===== src/hdl/tssc_pkg.sv =====
// types, codes and crc helper for the temperature sensor scratchpad checker
package tssc_pkg;

   localparam int NUM_SENSORS = 2;

   // scratchpad is bytes 0..8, byte 8 carries the crc
   localparam logic [3:0] BYTE_TEMP_LOW  = 4'd0;
   localparam logic [3:0] BYTE_TEMP_HIGH = 4'd1;
   localparam logic [3:0] BYTE_SIX       = 4'd6;
   localparam logic [3:0] BYTE_CRC       = 4'd8;

   localparam logic REQ_NO_PRESENCE = 1'b0;
   localparam logic REQ_BYTE        = 1'b1;

   localparam logic [7:0] CRC_POLY   = 8'h8C;
   localparam logic [7:0] BLANK_LOW  = 8'h00;
   localparam logic [7:0] BLANK_HIGH = 8'hFF;
   localparam logic [7:0] COUNT_MAX  = 8'hFF;

   typedef enum logic [1:0] {
      STATUS_OK          = 2'd0,
      STATUS_NO_PRESENCE = 2'd1,
      STATUS_BLANK       = 2'd2,
      STATUS_CRC         = 2'd3
   } tssc_status_type;

   typedef struct packed {
      logic       sensor;
      logic       req_type;
      logic [7:0] data_byte;
   } tssc_req_type;

   typedef struct packed {
      logic            sensor_out;
      tssc_status_type status;
      logic            online;
      logic [7:0]      fail_count;
      logic            negative;
      logic [7:0]      whole_degrees;
      logic [6:0]      hundredths;
   } tssc_rsp_type;

   // reflected dallas crc-8, one byte, lsb first
   function automatic logic [7:0] crc8_byte(input logic [7:0] crc, input logic [7:0] b);
      logic [7:0] c;
      logic [7:0] d;
      logic       mix;
      c = crc;
      d = b;
      for (int k = 0; k < 8; k++) begin
         mix = c[0] ^ d[0];
         c   = c >> 1;
         if (mix) begin
            c = c ^ CRC_POLY;
         end
         d = d >> 1;
      end
      return c;
   endfunction

endpackage


===== src/hdl/temp_sensor_scratchpad_check.sv =====
// scratchpad byte counter, crc-8 check and temperature decode for one-wire sensors
//
//  channel | direction | ports                          | payload
//  --------+-----------+--------------------------------+------------------------
//  req     | in        | req_valid, req_stall, req_data | sensor, kind, data byte
//  rsp     | out       | rsp_valid, rsp_stall, rsp_data | status and decoded reading
//
// one item per cycle while req_stall is low; a result-producing item's result is in the
// output register in the cycle after it is accepted.
// synchronous active-high reset clears counters, crc, online flags and fail counts.
// req_stall rises only when the output register is full and stalled and the
// incoming item would produce a result; scratchpad bytes 0..7 still flow.
module temp_sensor_scratchpad_check (
   input  logic                  clock,
   input  logic                  reset,
   input  logic                  req_valid,
   output logic                  req_stall,
   input  tssc_pkg::tssc_req_type req_data,
   output logic                  rsp_valid,
   input  logic                  rsp_stall,
   output tssc_pkg::tssc_rsp_type rsp_data
);

   logic [3:0] byte_count_ff, byte_count_in;
   logic [7:0] crc_ff, crc_in;
   logic [7:0] temp_low_ff, temp_low_in;
   logic [7:0] temp_high_ff, temp_high_in;
   logic [7:0] byte_six_ff, byte_six_in;
   logic       online_ff [tssc_pkg::NUM_SENSORS];
   logic       online_in [tssc_pkg::NUM_SENSORS];
   logic [7:0] fail_ff [tssc_pkg::NUM_SENSORS];
   logic [7:0] fail_in [tssc_pkg::NUM_SENSORS];
   logic       rsp_valid_ff, rsp_valid_in;
   tssc_pkg::tssc_rsp_type rsp_data_ff, rsp_data_in;

   logic       in_range;
   logic       will_emit;
   logic       accept;
   logic       sel;
   logic       blank;
   logic       failed;
   logic [15:0] raw;
   logic [15:0] mag;
   logic        neg;
   logic [8:0]  frac_prod;
   tssc_pkg::tssc_rsp_type result;

   assign sel      = req_data.sensor;
   assign in_range = 32'(req_data.sensor) < tssc_pkg::NUM_SENSORS;
   assign will_emit = in_range && ((req_data.req_type == tssc_pkg::REQ_NO_PRESENCE) ||
                                   (byte_count_ff == tssc_pkg::BYTE_CRC));
   assign req_stall = rsp_valid_ff && rsp_stall && will_emit;
   assign accept    = req_valid && !req_stall;

   // decode of the captured reading
   assign raw       = {temp_high_ff, temp_low_ff};
   assign neg       = |raw[15:12];
   assign mag       = neg ? (16'd0 - raw) : raw;
   assign frac_prod = 9'(mag[3:0]) * 9'd25;
   assign blank     = ((temp_low_ff == tssc_pkg::BLANK_LOW) &&
                       (byte_six_ff == tssc_pkg::BLANK_LOW)) ||
                      ((temp_low_ff == tssc_pkg::BLANK_HIGH) &&
                       (byte_six_ff == tssc_pkg::BLANK_HIGH));

   always_comb begin
      byte_count_in = byte_count_ff;
      crc_in        = crc_ff;
      temp_low_in   = temp_low_ff;
      temp_high_in  = temp_high_ff;
      byte_six_in   = byte_six_ff;
      online_in     = online_ff;
      fail_in       = fail_ff;
      failed        = 1'b0;

      result.sensor_out    = sel;
      result.status        = tssc_pkg::STATUS_NO_PRESENCE;
      result.negative      = 1'b0;
      result.whole_degrees = 8'd0;
      result.hundredths    = 7'd0;

      if (req_data.req_type == tssc_pkg::REQ_NO_PRESENCE) begin
         failed = 1'b1;
      end else if (byte_count_ff == tssc_pkg::BYTE_CRC) begin
         if (blank) begin
            failed        = 1'b1;
            result.status = tssc_pkg::STATUS_BLANK;
         end else if (crc_ff != req_data.data_byte) begin
            failed        = 1'b1;
            result.status = tssc_pkg::STATUS_CRC;
         end else begin
            result.status        = tssc_pkg::STATUS_OK;
            result.negative      = neg;
            result.whole_degrees = (mag[15:12] != 4'd0) ? 8'hFF : mag[11:4];
            result.hundredths    = frac_prod[8:2];
         end
      end

      if (accept && in_range) begin
         if (will_emit) begin
            byte_count_in = 4'd0;
            crc_in        = 8'd0;
            if (failed) begin
               online_in[sel] = 1'b0;
               if (fail_ff[sel] != tssc_pkg::COUNT_MAX) begin
                  fail_in[sel] = fail_ff[sel] + 8'd1;
               end
            end else begin
               online_in[sel] = 1'b1;
            end
         end else begin
            crc_in        = tssc_pkg::crc8_byte(crc_ff, req_data.data_byte);
            byte_count_in = byte_count_ff + 4'd1;
            if (byte_count_ff == tssc_pkg::BYTE_TEMP_LOW) begin
               temp_low_in = req_data.data_byte;
            end
            if (byte_count_ff == tssc_pkg::BYTE_TEMP_HIGH) begin
               temp_high_in = req_data.data_byte;
            end
            if (byte_count_ff == tssc_pkg::BYTE_SIX) begin
               byte_six_in = req_data.data_byte;
            end
         end
      end

      result.online     = online_in[sel];
      result.fail_count = fail_in[sel];

      if (accept && will_emit) begin
         rsp_valid_in = 1'b1;
         rsp_data_in  = result;
      end else begin
         rsp_valid_in = rsp_valid_ff && rsp_stall;
         rsp_data_in  = rsp_data_ff;
      end
   end

   always_ff @(posedge clock) begin
      if (reset) begin
         byte_count_ff <= 4'd0;
         crc_ff        <= 8'd0;
         temp_low_ff   <= 8'd0;
         temp_high_ff  <= 8'd0;
         byte_six_ff   <= 8'd0;
         rsp_valid_ff  <= 1'b0;
         for (int i = 0; i < tssc_pkg::NUM_SENSORS; i++) begin
            online_ff[i] <= 1'b0;
            fail_ff[i]   <= 8'd0;
         end
      end else begin
         byte_count_ff <= byte_count_in;
         crc_ff        <= crc_in;
         temp_low_ff   <= temp_low_in;
         temp_high_ff  <= temp_high_in;
         byte_six_ff   <= byte_six_in;
         rsp_valid_ff  <= rsp_valid_in;
         online_ff     <= online_in;
         fail_ff       <= fail_in;
      end
   end

   always_ff @(posedge clock) begin
      rsp_data_ff <= rsp_data_in;
   end

   assign rsp_valid = rsp_valid_ff;
   assign rsp_data  = rsp_data_ff;

`ifndef ASSERT_OFF
   a_count_bound: assert property (@(posedge clock) disable iff (reset)
      byte_count_ff <= tssc_pkg::BYTE_CRC)
      else $error("byte count past crc byte");

   a_nopres_result: assert property (@(posedge clock) disable iff (reset)
      (accept && in_range && req_data.req_type == tssc_pkg::REQ_NO_PRESENCE) |=>
      (rsp_valid && rsp_data.status == tssc_pkg::STATUS_NO_PRESENCE &&
       byte_count_ff == 4'd0 && crc_ff == 8'd0))
      else $error("no-presence item did not restart scratchpad");

   a_ok_online: assert property (@(posedge clock) disable iff (reset)
      (rsp_valid && rsp_data.status == tssc_pkg::STATUS_OK) |-> rsp_data.online)
      else $error("good read left sensor offline");

   a_fail_clean: assert property (@(posedge clock) disable iff (reset)
      (rsp_valid && rsp_data.status != tssc_pkg::STATUS_OK) |->
      (!rsp_data.online && !rsp_data.negative && rsp_data.whole_degrees == 8'd0 &&
       rsp_data.hundredths == 7'd0 && rsp_data.fail_count != 8'd0))
      else $error("failed read carries reading or online flag");

   a_byte_no_result: assert property (@(posedge clock) disable iff (reset)
      (accept && !will_emit && !(rsp_valid && rsp_stall)) |=> !rsp_valid)
      else $error("scratchpad byte produced a result");
`endif

endmodule

===== config.mk =====
export PLATFORM = sky130hd
export DESIGN_NAME = temp_sensor_scratchpad_check
export DESIGN_NICKNAME = d
export VERILOG_FILES = /design/src/hdl/tssc_pkg.sv /design/src/hdl/temp_sensor_scratchpad_check.sv
export SDC_FILE = /design/constraint.sdc
export NUM_CORES = 1
export LEC_CHECK = 0
export ABC_AREA = 1
export CELL_PAD_IN_SITES_DETAIL_PLACEMENT = 1
export CELL_PAD_IN_SITES_GLOBAL_PLACEMENT = 1
export CORE_MARGIN = 2
export CORE_UTILIZATION = 50
export DETAILED_ROUTE_END_ITERATION = 8
export DONT_BUFFER_PORTS = 1
export PLACE_DENSITY = 0.95
export SYNTH_ARGS = -nofsm -noshare
export SYNTH_HDL_FRONTEND = slang
export SYNTH_SLANG_ARGS = --single-unit

===== constraint.sdc =====
create_clock -name clock -period 7.67 [get_ports clock]
set_input_delay 0.767 -clock clock [delete_from_list [all_inputs] [get_ports clock]]
set_output_delay 0.767 -clock clock [all_outputs]
set_load 0.05 [all_outputs]

# Word level (Yosys, flattened, before mapping)
# Cells that the tools add are included.
# word_totals
out_inout_bits	30
word_cells	127
ff_bits	83
inputBits	14
# op_classes
n_reduce_logical	20
n_eq_ne	7
addsub	3
n_mul	1
bitwise_logic	23
n_mux	54
n_lt_le_gt_ge	2
# op_table
op	n
$mux W8	31
$mux W16	5
$not A2 Y3	8
$bwmux W16	1
$eq A8 B8 Y1 const B	2
$logic_not A8 Y1	2
$sub A1 B16 Y16 const A	1
$mux W2	5
$mul A4 B5 Y9 const B	1
$mux W1	9
$reduce_and A3 Y1	3
$add A8 B1 Y8 const B	1
$demux W8 S1	1
$ne A8 B8 Y1	1
$ne A8 B8 Y1 const B	1
$reduce_or A4 Y1	2
$xor A1 B1 Y1	8
$logic_and A1 B1 Y1	7
$add A4 B1 Y4 const B	1
$eq A4 B1 Y1 const B	1
$eq A4 B3 Y1 const B	1
$eq A4 B4 Y1 const B	1
$logic_not A4 Y1	1
$mux W4	1
other kinds (12)	15

# Depth between registers and ports, before layout
# Gate-level depths: netlist (run 1).
# logic_depth
ltp_word	33
depth_mapped	18
mapped_depth_nobuf	17

# Least setup slack after synthesis (run 1)
# Ideal clock, no wire load.
# synth_timing
path_kind	reg-to-reg
startpoint	reg temp_high_ff[4]
endpoint	reg rsp_data_ff (netlist bit rsp_data[6]), data pin
arrival_ns	2.590
synth_period_minus_slack_ns	2.736
n_path_buf	0
setup_time_ns	0.146
t_required_ns	7.524
path_stages_with_launch	12
slack_ns	4.934
path_cell_list	dfxtp_1 nor4_4 or2_2 xor2_1 inv_1 ha_1 inv_1 fa_1 nor2_1 a21oi_1 or2_2 a21oi_1
# synth_via
elab_chain_cells	3
# synth_rtl
element	line	rtl
start: declaration	temp_sensor_scratchpad_check.sv:27	logic [7:0] temp_high_ff, temp_high_in;
start signal: assignment	temp_sensor_scratchpad_check.sv:153	temp_high_ff <= temp_high_in;
$reduce_or A4 Y1	temp_sensor_scratchpad_check.sv:57	assign neg = |raw[15:12];
$mux W16	temp_sensor_scratchpad_check.sv:58	assign mag = neg ? (16'd0 - raw) : raw;
$mul A4 B5 Y9	temp_sensor_scratchpad_check.sv:59	assign frac_prod = 9'(mag[3:0]) * 9'd25;
end signal: assignment	temp_sensor_scratchpad_check.sv:162	rsp_data_ff <= rsp_data_in;
end: declaration	temp_sensor_scratchpad_check.sv:34	tssc_pkg::tssc_rsp_type rsp_data_ff, rsp_data_in;
# Every way passes these cells.
# A chain may end at the register's enable or synchronous reset.

# Final worst setup path (run 1)
# layout_timing
startpoint	reg temp_high_ff[5]
endpoint	reg rsp_data_ff (netlist bit rsp_data[6]), data pin
# Same word-level chain as after synthesis.

==> results list, run 1 <==
- At the pin with the least slew margin, the transition time is 1117 ps.
* Setup repair after global routing missed its margin: no
- Summed instance area of the synthesized netlist: 0.004669 mm^2
- Total Die Area: 0.01013 mm^2
- For this design, the CTS-stage hold fixing added 0 buffers.
- In the final layout, the multi-input gates occupy 0.002341 mm^2.
* Sequential cell area fraction in the yosys report: ~42%
- Clock latency reported for the late side of the worst-skew pair: 370 ps
- The via count of the first global-routing pass is 4356.
- The most used flip-flop cell after synthesis is dfxtp_1.
- Wire length per cell after detailed routing: 16.42 um
- Yosys top cell area share: 23.58%
* Number of antenna repair diodes: 0
- The number of buffers and inverters on the critical path is 2.
- Worst Setup Start Kind: register
- Fin util: 53.59%
- The kind of cell with the highest combined delay along the critical path is simple AND/OR/NAND/NOR gates.
- Count of cells resized by post-cts repair: 0
- After detailed placement, the design holds a cell count of 721.
- Count of vias placed by the detailed router: 4114
- The layer flagged by global routing as most heavily used is met2.
* Unique cell type count in the Yosys netlist: 41
- For this run, design rule violations remaining after detail routing come to 0.
- For this design, the slowest cell found on the critical path is nor4_4.
* Count of flip-flops with a built-in enable after synthesis: 28
- In this run the tool buffered the top-level ports with 0 buffer cells.
- The congestion estimate from routability-driven global placement came to 0.8882.
- The count of final hold-check violations was 0.
* Leakage dissipation: 2.138 nW
- Net switching is 33.16% of the power.
- Clock group share of total power: 31.2%
- The first global-routing pass estimated 20530 um of wire.
- Sequential Power Share: 52.7%
* Grt total ovfl: 0
- Across the whole layout, storage elements account for 0.001942 mm^2.
- After synthesis, the cell types taking the most area are dfxtp_1, edfxtp_1, nand2_1, inv_1, nor2_1.
- H-tree Lvls: 3
* Largest clock skew in the final design: 10.70 ps
- For this design the ratio of total power to cell area is 195.9 mW/mm^2.
* Max Root-Sink Buffers: 2
- Summed negative setup slack over all endpoints: 0 ps
- For this run, the top clock speed supported by timing is 315.6 MHz.
- Worst IR drop on VDD: between 0.09 and 0.1 mV
* Clock-pin slew on the worst setup and hold paths: 90 ps
- Endpoint kind of the worst setup timing path: register
* Iteration count of the initial detailed-routing pass: 4
* Run status: finished, final reports clean
- Total core area: 0.009153 mm^2
- Summed over all instances, the cell type with the most area after synthesis is dfxtp_1.
- The die is 100.6 um tall.
- Excluding fillers, the count of instances in the completed layout stands at approximately 740.
- Total track usage: 25.62%
- Post-layout worst setup margin: between 4000 and 5000 ps
* Share of the clock period used by the worst path: 41.31%
- In this run, the number of DRC markers left after iteration 0 of detailed routing was between 100 and 150.
* Flops & latches, synth: between 80 and 90
* CTS tree: done
- Wirelength, routed: 12100 um
* Vias per std cell: 5.582
- Met2 capacity usage during global routing: between 40% and 50%
* Relative slew margins: 25.46%
- The share of total power dissipated in combinational logic is 16.1%.
- Number of fillers in the final layout: 1171
* Number of CTS-inserted buffers: 9
- Global routing used 3.398% of the available met3 tracks.
- WP data required: 7880 ps
- WS Path Type: reg2reg
- Number of antenna violations at the first check in global routing: 0
* Setup slack at placement: 4518 ps
* Die X: 100.6 um
- Entering global routing, the biggest net connects 31 pins.
- The number of pins exceeding their max-slew limit in the final report was 0.
- For this configuration, the core starts out at a cell density of about half.
- In this run the power spent charging and discharging nets is 0.0003185 W.
- Clock sink count: 83
* Root Buffer Master: clkbuf_8
- Cell internal power dissipation: 0.0006421 W
* Most frequent cells after synthesis: nand2_1, inv_1, nor2_1
- Buffers added to address setup during post-CTS repair amount to 0.
- Max-capacitance violation count: 0
- IO Count: 44
* Final worst hold slack: around 460 ps
- Of the cells placed in the final design, the portion with a size suffix greater than 1 is about a tenth.
- Maximum fanout count along the critical path: 10
* Area added between synthesis and finish: 5.037%
* Number of placement rows: 35
* Final-report setup violation count: 0
- The count of nets left with antenna violations once routing finished came out at 0.
* Number of warning messages in the yosys log: 0
- In the global route stage, met1 resource usage came out at 29.71%.
* HPWL after DPL: 8494 um
- Cell count after synthesis: 625
* Asr flop ratio synth: 0%
- Time the worst path needs with I/O delays and setup: roughly 3200 ps
- When the netlist entered floorplanning its net count stood at approximately 660.
* Arr. time, crit path: 3380 ps
- CP max stage delay: 520 ps
- The final layout contains 652 nets.
* Cells along the critical path: nor4_4 -> inv_2 -> nand2_1 -> xor2_1 -> ha_1 -> ha_1 -> inv_1 -> fa_1 -> nor2_1 -> a21oi_1 -> or2_2 -> a21oi_1
- Most common cell in the netlist: nand2_1
- Dividing the synthesized area by the synthesized cell count gives 7.471 um^2.
- Hold/Removal Path Class: in2reg
kinds of logic after synthesis:
logic type / synth area share [%]
AND/OR/NAND/NOR: 30.47
buffers and inverters: 8.280
AO/OA/AOI/OAI: 10.80
flip-flops: 41.59
XOR/XNOR: 3.939
adder cells (fa/ha/maj): 4.716
multiplexers: 0.2144
power groups by stage:
stage	logic (W)	registers [W]	clock network (W)
final	0.000155	0.000506	0.000300
after floorplan	0.000125	0.000512	0
after detailed placement	0.000152	0.000516	0
after global routing	0.000177	0.000509	0.000316
after CTS	0.000155	0.000506	0.000303
after global placement	0.000143	0.000515	0
layout make-up:
cell class / instances / area share, %
sequential: 83 / 39.59
clock buffer: 9 / 2.526
tap: 111 / 2.832
multi-input combinational: 445 / 47.73
inverter: 82 / 6.276
clock inverter: 7 / 1.046
sequential cells by signal (all words and copies together), names as in the netlist:
signal         flops
temp_high_ff       8
rsp_data          28
rsp_valid          1
fail_ff           16
byte_six_ff        8
crc_ff             8
byte_count_ff      4
online_ff          2
temp_low_ff        8
path summary, 6_finish.rpt:
check	from	end	slack [ps]	cells past startpoint
worst max register to register	temp_high_ff[5]$_SDFFE_PP0P_	rsp_data[6]$_SDFFCE_PP0P_	4500	12
worst min register to register	crc_ff[4]$_SDFFE_PP0P_	crc_ff[4]$_SDFFE_PP0P_	490	2
worst min-delay path	reset	crc_ff[3]$_SDFFE_PP0P_	460	1
worst max-delay path	temp_high_ff[5]$_SDFFE_PP0P_	rsp_data[6]$_SDFFCE_PP0P_	4500	12
cells in the final DEF (no fill, tap or decap), types with 2 or more instances in the layout:
| master | count |
|---|---|
| a21oi_1 | 47 |
| clkbuf_8 | 9 |
| clkinv_4 | 2 |
| dfxtp_1 | 55 |
| edfxtp_1 | 28 |
| ha_1 | 16 |
| inv_1 | 73 |
| inv_2 | 9 |
| inv_6 | 2 |
| nand2_1 | 169 |
| nand2_2 | 9 |
| nand3_1 | 29 |
| nand3_2 | 2 |
| nand3_4 | 2 |
| nand3b_1 | 2 |
| nand4_1 | 6 |
| nand4_4 | 2 |
| nor2_1 | 69 |
| nor2_2 | 7 |
| nor2_4 | 4 |
| nor4_1 | 2 |
| o21ai_0 | 31 |
| o21ai_1 | 8 |
| o21ai_2 | 4 |
| or2_2 | 3 |
| xnor2_1 | 8 |
| xor2_1 | 13 |
stage by stage:
stage	total power (W)	area, um^2
floorplan	0.0006368	4669
global placement	0.0006575	4730
detailed placement	0.0006678	4730
CTS	0.0009637	4905
global route	0.001003	4905
finish	0.0009606	4905
routing by layer:
layer / wire length [um] / vias to the layer above
met2: 6270 / 74
met1: 5185 / 2023
met4: 310 / 0
met5: 0 / -
met3: 333 / 29
li1: - / 1988
Power figures use the tool's default switching activity.
==> run 2, diff against run 1 <==
CORE_UTILIZATION = 42   (was 50)
PLACE_DENSITY = 0.87   (was 0.95)
clock period = 2.7 ns   (was 7.67 ns; I/O delays follow)
==> run 2 against run 1 <==
- non-clock buffer count rose by 20
- clock skew fell by 2.7 ps
- first-iteration DRC count rose by 42%
- total power rose to 3.0 times the previous value
- largest power group unchanged
- worst hold slack got worse by 390 ps
- critical endpoint unchanged
- global-route usage fell by 3.1 points
==> results list, run 2 (synthesis results as in run 1) <==
- Hold violation total from the final report: 0
- Clock sink count: 83
* Beginning of the worst hold path: req_data[7]
- Hold/Removal Path Class: in2reg
- Area added between synthesis and finish: 13.42%
* Total DRC errors in the routed layout: 0
- Beginning of the critical path: temp_high_ff[7]$_SDFFE_PP0P_
- The first TritonRoute pass finished after 4 iterations.
- Clock-pin slew on the worst setup and hold paths: around 90 ps
- Share of the clock period used by the worst path: 96.48%
- Number of antenna violations at the first check in global routing: 0
- Die X: 109.4 um
- Commonest cells after routing, fill and taps aside: nand2_1, inv_1, nor2_1
- After the first detailed-routing iteration, the DRC count stood at 200.
* Number of nets in the finished design: between 600 and 700
- In the post-route analysis, the smallest setup slack over all paths is 95.10 ps.
- No sink is reached through more buffers than the 2 on the longest clock path.
- Fin area: 0.005296 mm^2
- Wirelength, routed: 12770 um
- Number of global-route vias before repair: 4346
- Summed over all layers, the global routing overflow is 0.
* Count of vias placed by the detailed router: approximately 4100
- CP max stage delay: between 300 and 400 ps
- Global routing consumed, over all layers together, between 20% and 30% of the routing resources.
* Largest clock skew in the final design: 7.953 ps
- Routability-driven placement finished with a final weighted congestion of 0.8218.
- Using the TritonRoute via totals, the vias-per-cell ratio works out to 5.229.
- Input and output buffers added on the ports amount to 0.
- Dpl cell area: 0.004866 mm^2
- Leakage dissipation: roughly 2.3 nW
* Number of CTS-inserted buffers: 9
- The worst setup path is launched from a register.
* Proportion of layout cells with a drive suffix above 1: 15.94%
- At the pin with the least slew margin, the transition time is 608.4 ps.
* Number of antenna repair diodes: 0
- In this run the critical register-to-register path is launched from temp_high_ff[7]$_SDFFE_PP0P_.
- The register with the most flip-flops in the layout has 28 of them.
- Time the worst path needs with I/O delays and setup: about 2600 ps
* Commonest non-fill, non-tap cell in the layout: nand2_1
- The setup path with the least slack is of type reg2reg.
* Wire length per cell after detailed routing: 16.25 um
* Total core area: 0.01084 mm^2
- The critical path contains buffers and inverters numbering 3 combined.
* Largest net degree at the start of global routing: 30
- Final-report setup violation count: 0
- Before CTS, the worst setup slack after placement is -74.12 ps.
- The number of pins exceeding their max-slew limit in the final report was 0.
* IO Count: 44
- The worst setup path is captured at a register.
- Relative slew margins: 59.39%
- The first global-routing pass estimated roughly 21000 um of wire.
* Clock latency reported for the late side of the worst-skew pair: roughly 370 ps
- CTS tree: done
- Slowest stage cell, crit path: fa_2
- The tool flagged a number of max-cap violations equal to 0.
* Peak clock frequency supported by timing: 383.9 MHz
- In this run the worst path has a maximum fanout of 3.
- For the worst setup path, the data arrival time is 2820 ps.
- The floorplan step defined a die boundary enclosing 0.01198 mm^2.
* DIE HEIGHT: 109.4 um
- Broken down by cell family, the worst path's largest delay share belongs to simple AND/OR/NAND/NOR gates.
- Count of nets left with antenna violations after detail routing: 0
- Pwr Density: 551.8 mW/mm^2
- Root Buffer Master: clkbuf_8
* Run status: finished, final reports clean
* Number of placement rows: 38
- WP data required: 2920 ps
- The worst-case IR drop observed on VDD is approximately 0.3 mV.
- H-tree Lvls: 3
- Cells along the critical path: nor4_4 -> buf_4 -> or2_4 -> xor2_2 -> inv_2 -> ha_4 -> inv_1 -> fa_2 -> nor2_4 -> a21oi_2 -> or2_4 -> a21oi_2
* HPWL after DPL: 9052 um
- The initial utilization of the core area, before any placement, comes to between 40% and 50%.
run 2: changes by cell type in the layout (fill, tap and decap cells not counted), sizes merged:
cell,change
clkbuf,+3
buf,+19
dlygate4sd3,+1
clkinv,-1
inv,-2
run 2: timing repair:
action | CTS | global route
hold buffers | 2 | 0
hold endpoints to repair | 30 | 0
gates resized for setup | 10 | 20
endpoints found under the setup margin | 1 | 4
pin swaps | 4 | 12
setup buffers | 0 | 6
gates cloned | 0 | 0
run 2: metal layers:
layer	GRT usage [%]	share of wire, %	vias up	wire length (um)
met1	26.25	41	1984	5295
met5	0	0	-	0
met4	8.047	2.1	0	267
li1	-	-	2027	-
met3	3.912	3.0	26	378
met2	41.14	53	73	6830
run 2: layout make-up:
| class | count | area (um^2) |
|---|---|---|
| Multi-Input combinational cell | 445 | 2491 |
| Clock inverter | 4 | 30.03 |
| Clock buffer | 12 | 178.9 |
| Fill cell | 1358 | 5544 |
| Tap cell | 140 | 175.2 |
| Timing Repair Buffer | 20 | 168.9 |
| Inverter | 82 | 307.8 |
| Sequential cell | 83 | 1944 |
run 2: where the power goes:
group          switching (W)  internal (W)  total, W
clock               0.000490      0.000452  0.000942
combinational       0.000350      0.000197  0.000547
sequential         0.0000910       0.00134   0.00143
total               0.000931       0.00199   0.00292
run 2: worst register-to-register path, cell delays in order, from the launching register on:
cell and delay (ps):
dfxtp_2 340, nor4_4 340, buf_4 160, or2_4 110, xor2_2 170, inv_2 100, ha_4 280, inv_1 50
fa_2 370, nor2_4 120, a21oi_2 70, or2_4 230, a21oi_2 120
run 2: path summary, 6_finish.rpt:
path | to | cells after the start | slack, ps
setup / recovery | rsp_data[6]$_SDFFCE_PP0P_ | 12 | 100
hold / removal | temp_high_ff[7]$_SDFFE_PP0P_ | 2 | 70
setup reg to reg | rsp_data[6]$_SDFFCE_PP0P_ | 12 | 100
hold reg to reg | crc_ff[5]$_SDFFE_PP0P_ | 2 | 490
run 2: stage by stage:
step,instances,hold WS [ps],utilization (%),total power (W),TNS (ps)
6_report,786,68.22,48.86,0.002922,0
4_1_cts,780,62.72,47.45,0.002879,0
3_3_place_gp,762,342.2,44.89,0.001889,0
2_1_floorplan,625,368.9,-,0.001811,0
3_5_place_dp,762,345.3,44.89,0.001926,-74.12
5_1_grt,786,67.74,48.86,0.003051,-4.300
